### src/design/bli2d_pkg.sv
package bli2d_pkg;

  localparam int COORD_W = 32;
  localparam int SPACE_W = 31;
  localparam int CNT_W   = 6;
  // cell index along one axis, enough for any point count the count register can hold
  localparam int IDX_W   = 6;
  localparam int OFF_W   = SPACE_W + IDX_W;
  // diff, clamp, one stage per index bit, final limit
  localparam int LOC_LAT = IDX_W + 3;
  localparam int NSUM_W  = 96;
  localparam int NUM_W   = 94;
  localparam int DEN_W   = 2 * SPACE_W;
  localparam int QUO_W   = 32;
  // sign, one stage per quotient bit, sign restore
  localparam int DIV_LAT = QUO_W + 2;

  // register indexes on the configuration port
  localparam logic [2:0] REG_ROWS  = 3'd0;
  localparam logic [2:0] REG_COLS  = 3'd1;
  localparam logic [2:0] REG_ORG_X = 3'd2;
  localparam logic [2:0] REG_ORG_Y = 3'd3;
  localparam logic [2:0] REG_SPC_X = 3'd4;
  localparam logic [2:0] REG_SPC_Y = 3'd5;

  // request operations
  localparam logic OP_WRITE  = 1'b0;
  localparam logic OP_LOOKUP = 1'b1;

endpackage

### src/design/bli2d_locate.sv
module bli2d_locate (
  input  logic                                   clk,
  input  logic                                   en,
  input  logic signed [bli2d_pkg::COORD_W-1:0]   coord,
  input  logic signed [bli2d_pkg::COORD_W-1:0]   origin,
  input  logic        [bli2d_pkg::SPACE_W-1:0]   spacing,
  input  logic        [bli2d_pkg::OFF_W-1:0]     last,
  input  logic        [bli2d_pkg::IDX_W-1:0]     idx_max,
  output logic        [bli2d_pkg::IDX_W-1:0]     idx,
  output logic        [bli2d_pkg::SPACE_W-1:0]   frac
);

  localparam int CW = bli2d_pkg::COORD_W;
  localparam int OW = bli2d_pkg::OFF_W;
  localparam int IW = bli2d_pkg::IDX_W;
  localparam int SW = bli2d_pkg::SPACE_W;

  logic [CW:0]   diff_r;
  logic [OW-1:0] off_nxt;
  logic [OW-1:0] rem_r [IW+1];
  logic [IW-1:0] quo_r [IW+1];
  logic [IW-1:0] idx_r;
  logic [SW-1:0] frac_r;

  always_comb begin
    if (diff_r[CW]) begin
      off_nxt = '0;
    end else if (OW'(diff_r[CW-1:0]) > last) begin
      off_nxt = last;
    end else begin
      off_nxt = OW'(diff_r[CW-1:0]);
    end
  end

  always_ff @(posedge clk) begin
    if (en) begin
      diff_r   <= {coord[CW-1], coord} - {origin[CW-1], origin};
      rem_r[0] <= off_nxt;
      quo_r[0] <= '0;
      // restoring division, one quotient bit per stage, msb first
      for (int k = 0; k < IW; k++) begin
        if (rem_r[k] >= (OW'(spacing) << (IW - 1 - k))) begin
          rem_r[k+1] <= rem_r[k] - (OW'(spacing) << (IW - 1 - k));
          quo_r[k+1] <= {quo_r[k][IW-2:0], 1'b1};
        end else begin
          rem_r[k+1] <= rem_r[k];
          quo_r[k+1] <= {quo_r[k][IW-2:0], 1'b0};
        end
      end
      // on the last point: use the last cell with a full step
      if (quo_r[IW] > idx_max) begin
        idx_r  <= idx_max;
        frac_r <= spacing;
      end else begin
        idx_r  <= quo_r[IW];
        frac_r <= rem_r[IW][SW-1:0];
      end
    end
  end

  assign idx  = idx_r;
  assign frac = frac_r;

endmodule

### config.mk
export PLATFORM = sky130hd
export DESIGN_NAME = bli2d_locate
export DESIGN_NICKNAME = d
export VERILOG_FILES = /design/src/design/bli2d_pkg.sv /design/src/design/bli2d_locate.sv
export SDC_FILE = /design/constraint.sdc
export NUM_CORES = 1
export LEC_CHECK = 0
export BUFFER_PORTS_ARGS = -buffer_cell sky130_fd_sc_hd__buf_2
export CORE_ASPECT_RATIO = 1.4
export CORE_MARGIN = 2
export CORE_UTILIZATION = 45
export CTS_CLUSTER_SIZE = 25
export DETAILED_ROUTE_END_ITERATION = 8
export PLACE_DENSITY_LB_ADDON = 0.05
export SYNTH_ARGS = -nofsm -noshare
export SYNTH_HDL_FRONTEND = slang
export SYNTH_SLANG_ARGS = --single-unit
### constraint.sdc
create_clock -name clk -period 2.95 [get_ports clk]
set_input_delay 0.295 -clock clk [delete_from_list [all_inputs] [get_ports clk]]
set_output_delay 0.295 -clock clk [all_outputs]
set_load 0.01 [all_outputs]
; ---- Word level (Yosys, flattened, before mapping)
; Memory sizes are Yosys's and may differ from the RTL's.
; Cells that the tools add are included.
[classes]
n_mux = 54
n_addsub = 7
magnitude_cmp = 8
n_bitwise = 12
[ops]
columns = operator, count
row1 = 37-bit two-way mux, 8
row2 = 6-bit two-way mux, 7
row3 = 1-bit two-way mux, 38
row4 = 37-bit by 31-bit >= comparator with 1-bit output, 1
row5 = 37-bit by 32-bit >= comparator with 1-bit output, 1
row6 = 37-bit by 33-bit >= comparator with 1-bit output, 1
row7 = 37-bit by 34-bit >= comparator with 1-bit output, 1
row8 = 37-bit by 35-bit >= comparator with 1-bit output, 1
row9 = 37-bit by 36-bit >= comparator with 1-bit output, 1
row10 = 32-bit by 37-bit greater-than comparator with 1-bit output, 1
row11 = 37-bit by 31-bit subtractor with 37-bit output, 1
row12 = 37-bit by 32-bit subtractor with 37-bit output, 1
row13 = 37-bit by 33-bit subtractor with 37-bit output, 1
row14 = 37-bit by 34-bit subtractor with 37-bit output, 1
row15 = 37-bit by 35-bit subtractor with 37-bit output, 1
row16 = 37-bit by 36-bit subtractor with 37-bit output, 1
row17 = 32-bit by 32-bit subtractor with 33-bit output, 1
row18 = 31-bit two-way mux, 1
row19 = 1-bit OR, 12
row20 = 6-bit greater-than comparator, 1
[word_totals]
out_inout_bits = 37
wordCells = 86
mem_bits_rw = 301
register_bits = 70
inputBits = 140
memories = 2
[memory_table]
columns = name, depth, width, rd, rd_ports_with_merged_regs, wr, line_no
row1 = rem_r, 7, 37, 7, 0, 7, bli2d_locate.sv:20  ; logic [OW-1:0] rem_r [IW+1];
row2 = quo_r, 7, 6, 7, 0, 7, bli2d_locate.sv:21  ; logic [IW-1:0] quo_r [IW+1];

; ---- Depth between registers and ports, before layout
[depth]
depth_word = 5
depth_mapped = 15
mapped_depth_nobuf = 14

; ---- Worst setup path before layout
; OpenSTA, ideal clock, no wires.
[synth_path]
path_type = register to register
startpoint = memory rem_r[1][3] in the netlist's numbering
endpoint = memory rem_r[1][72] in the netlist's numbering, data pin
path_slack_ns = -0.300
setup_ns = 0.258
period_less_slack_ns = 3.250
path_buffers = 0
required_ns = 2.692
arrival_ns = 2.993
path_stages_with_launch = 14
cell_sequence = edfxtp_1 -> inv_1 -> ha_1 -> inv_1 -> fa_1 -> a211oi_1 -> o21bai_1 -> a21oi_1 -> o22ai_1 -> a31o_2 -> a211oi_2 -> o31ai_1 -> a2111o_1 -> xnor2_1
[synth_rtl]
columns = item, line_no
row1 = from (decl), bli2d_locate.sv:20

==> out/summary.txt <==
WL/cell - 19.2 um
Slowest stage delay, CP - 0.38 ns
Clock transition at the registers of the reported paths - 0.06 ns
Final setup vio count - 197
Static Leak - 17.1 nW
CTS Buffer Depth - 3
Crit. End Element - flip-flop
CTS tree - yes
Die height - 291 um
Slew HR - 49.4%
Gr usage total - 27.0%
Initial Util - 45.4%
Slew Viols, Final - 0
Largest area contributor in the netlist - edfxtp_1
Via count - 24100
Top delay family on crit path - compound AO/OA/AOI/OAI gates
Largest net degree at the start of global routing - 58
Top cells by area, synth - edfxtp_1 39%, ha_1 12%, a21oi_1 5.5%
Critical path buffers and inverters - 4
TritonCTS buffer count - 41
First drt pass iteration count - 6
Antenna viol nets, final - 0
Number of global-route vias before repair - 25400
Design Area, Final - 38100 um^2
Clock root cell - clkbuf_16
Share of cells above drive strength 1 - 39.2%
Gr ovfl total - 0
Fin Hold WS - 0.0393 ns
Synth async-reset ratio - 0%
Startpoint Class - flip-flop
Number of clock sinks - 344
YS warnings - 0
Seq pwr share - 26.7%
Hold Path Origin - spacing[16]
Critical Path Start - rem_r[1][3]
Slowest library cell on the worst path - edfxtp_1
Core area - 58500 um^2
Post-synth top area share - 38.8%
Met2 WL - 47.5 mm
# Max-Cap Violations - 0
Final Wtd Congestion - 0.916
Cell count after synthesis - 2702
Comb power frac - 56.2%
Netlist cell types - 85
Routed vias/inst - 5.50
N_diodes - 0
Cell internal pwr - 19.7 mW
Port bufs - 176
# H-tree levels - 2
Synth Register Bits - 344
Mean post-synth cell area - 9.81 um^2
Syn Std Cell Area - 26500 um^2
Initial antenna violation count - 0
Violated checks - setup timing
Worst Tran Pin Value - 0.753 ns
Worst path arrival time - 3.62 ns
Switching power - 11.2 mW
Top cell by count, worst path - buf_6
Final wirelength - 84.3 mm
Peak supply drop - 0.000451 V
Die area - 60900 um^2
Pwr Total - 30.9 mW
Number of synthesized flops with an enable pin - 343
Initial DRC Count - 1106
Setup TNS - -37.16 ns
DR WL met3 - 2.24 mm
Clock Skew - 0.0337 ns
Required @ worst endpoint - 3.27 ns
DR top layer - met4
Crit-path max FO - 3
Pre-CTS setup slack - -0.729 ns
Placed instance area - 33000 um^2
DRC violations left - 0
Die width - 209 um
Worst Hold Class - in2reg
Setup CP Type - reg2reg
Met1 Wirelength - 28.9 mm
Nets - 4012
Clock group share of total power - 17.1%
Commonest cells after routing, fill and taps aside - 649 x buf_4, 343 x edfxtp_1, 227 x ha_1
Detailed placement HPWL - 64.1 mm
Core Rows - 105
I/O pins - 177
Clk_lat worst skew - 0.60 ns
Status - finished with violations
Dpl cells - 4175
Final worst-path cycle share - 112%
FF-to-FF Start - rem_r[1][3]
Final min period - 3.30 ns
Fmax - 303 MHz
Commonest non-fill, non-tap cell in the layout - buf_4
Non-Filler Instances - 4387
Ys flop type - edfxtp_1
Register area share after synthesis - 38.9%
Cells along the critical path - inv_1, ha_2, inv_2, fa_2, a211oi_2, o21bai_1, a21oi_2, buf_6, buf_6, o22ai_4, a31o_4, a211oi_4, o31ai_2, a2111o_1, xnor2_1
First-pass GRT wire length - 129 mm
Cell Pwr Density - 812 nW/um^2
Final worst-path setup slack - -0.349 ns
Layout area overhead - 43.5%
Final core utilization - 65.1%
Final Hold Fails - 0
RSZ-0062 raised after global routing - yes
Switch share - 36.1%
path summary, 6_finish.rpt:
check	endpoint	slack [ns]	depth (start not counted)
worst max-delay path	rem_r[1][72]	-0.35	15
worst min-delay path	frac[16]	0.04	2
worst max register to register	rem_r[1][72]	-0.35	15
worst min register to register	quo_r[5][2]	0.41	0
flip-flops by register name, indices dropped and copies added, names as in the netlist:
signal and flops:
idx 6, frac 31, quo_r 21, rem_r 253, diff_r 33
power by group through the flow:
stage	Sequential [mW]	Combinational, mW	Clock [mW]
after floorplan	8.02	8.81	0
after global placement	8.21	14.4	0
after detailed placement	8.23	14.6	0
after CTS	8.18	16.1	5.42
after global routing	8.38	18.9	5.59
final	8.25	17.4	5.28
routing by layer:
layer / up-vias / GRT usage [%]
met4: 0 / 16.2
met1: 11500 / 24.9
met5: - / 0
met3: 229 / 2.78
met2: 554 / 55.6
li1: 11900 / -
kinds of logic after synthesis:
group                      after synthesis  share of synthesized area, %
AOI/OAI and AO/OA                      795                          19.3
and+or+nand+nor                        686                          12.7
DFF                                    344                          38.9
buffers and inverters                  274                          4.06
adders and majority gates              263                          12.6
xor gates and xnor gates               193                          6.38
muxes                                  146                          6.03
other                                    1                        0.0141
cell usage after synthesis, types with 57 or more instances:
| master | number |
|---|---|
| inv_1 | 184 |
| a21oi_1 | 292 |
| o21ai_0 | 129 |
| nor2_1 | 226 |
| a21o_1 | 122 |
| clkbuf_1 | 57 |
| nand2_1 | 139 |
| edfxtp_1 | 343 |
| xnor2_1 | 126 |
| ha_1 | 256 |
| nand3_1 | 58 |
| xor2_1 | 67 |
| mux2_2 | 106 |
worst register-to-register path, cell delays in order, from the launching register on:
cell and delay (ns):
edfxtp_1 0.38, inv_1 0.08, ha_2 0.18, inv_2 0.04, fa_2 0.37, a211oi_2 0.25
o21bai_1 0.10, a21oi_2 0.13, buf_6 0.14, buf_6 0.10, o22ai_4 0.07, a31o_4 0.26
a211oi_4 0.31, o31ai_2 0.11, a2111o_1 0.37, xnor2_1 0.13
area by class of cell:
| class | instances | area, um^2 |
|---|---|---|
| fill | 4658 | 20400 |
| multi-input combinational | 2088 | 17100 |
| sequential | 344 | 10300 |
| timing repair buffer | 949 | 7600 |
| clock buffer | 46 | 1040 |
| tap | 749 | 937 |
| inverter | 185 | 706 |
| clock inverter | 26 | 322 |
timing repair:
item / in CTS / in global routing
hold endpoints to repair: 16 / 0
gates cloned: 14 / 2
resized for setup: 314 / 255
pin swaps: 74 / 107
buffers inserted: 71 / 56
hold buffers: 16 / 0
endpoints found under the setup margin: 208 / 211
(Power assumes the default switching activity.)
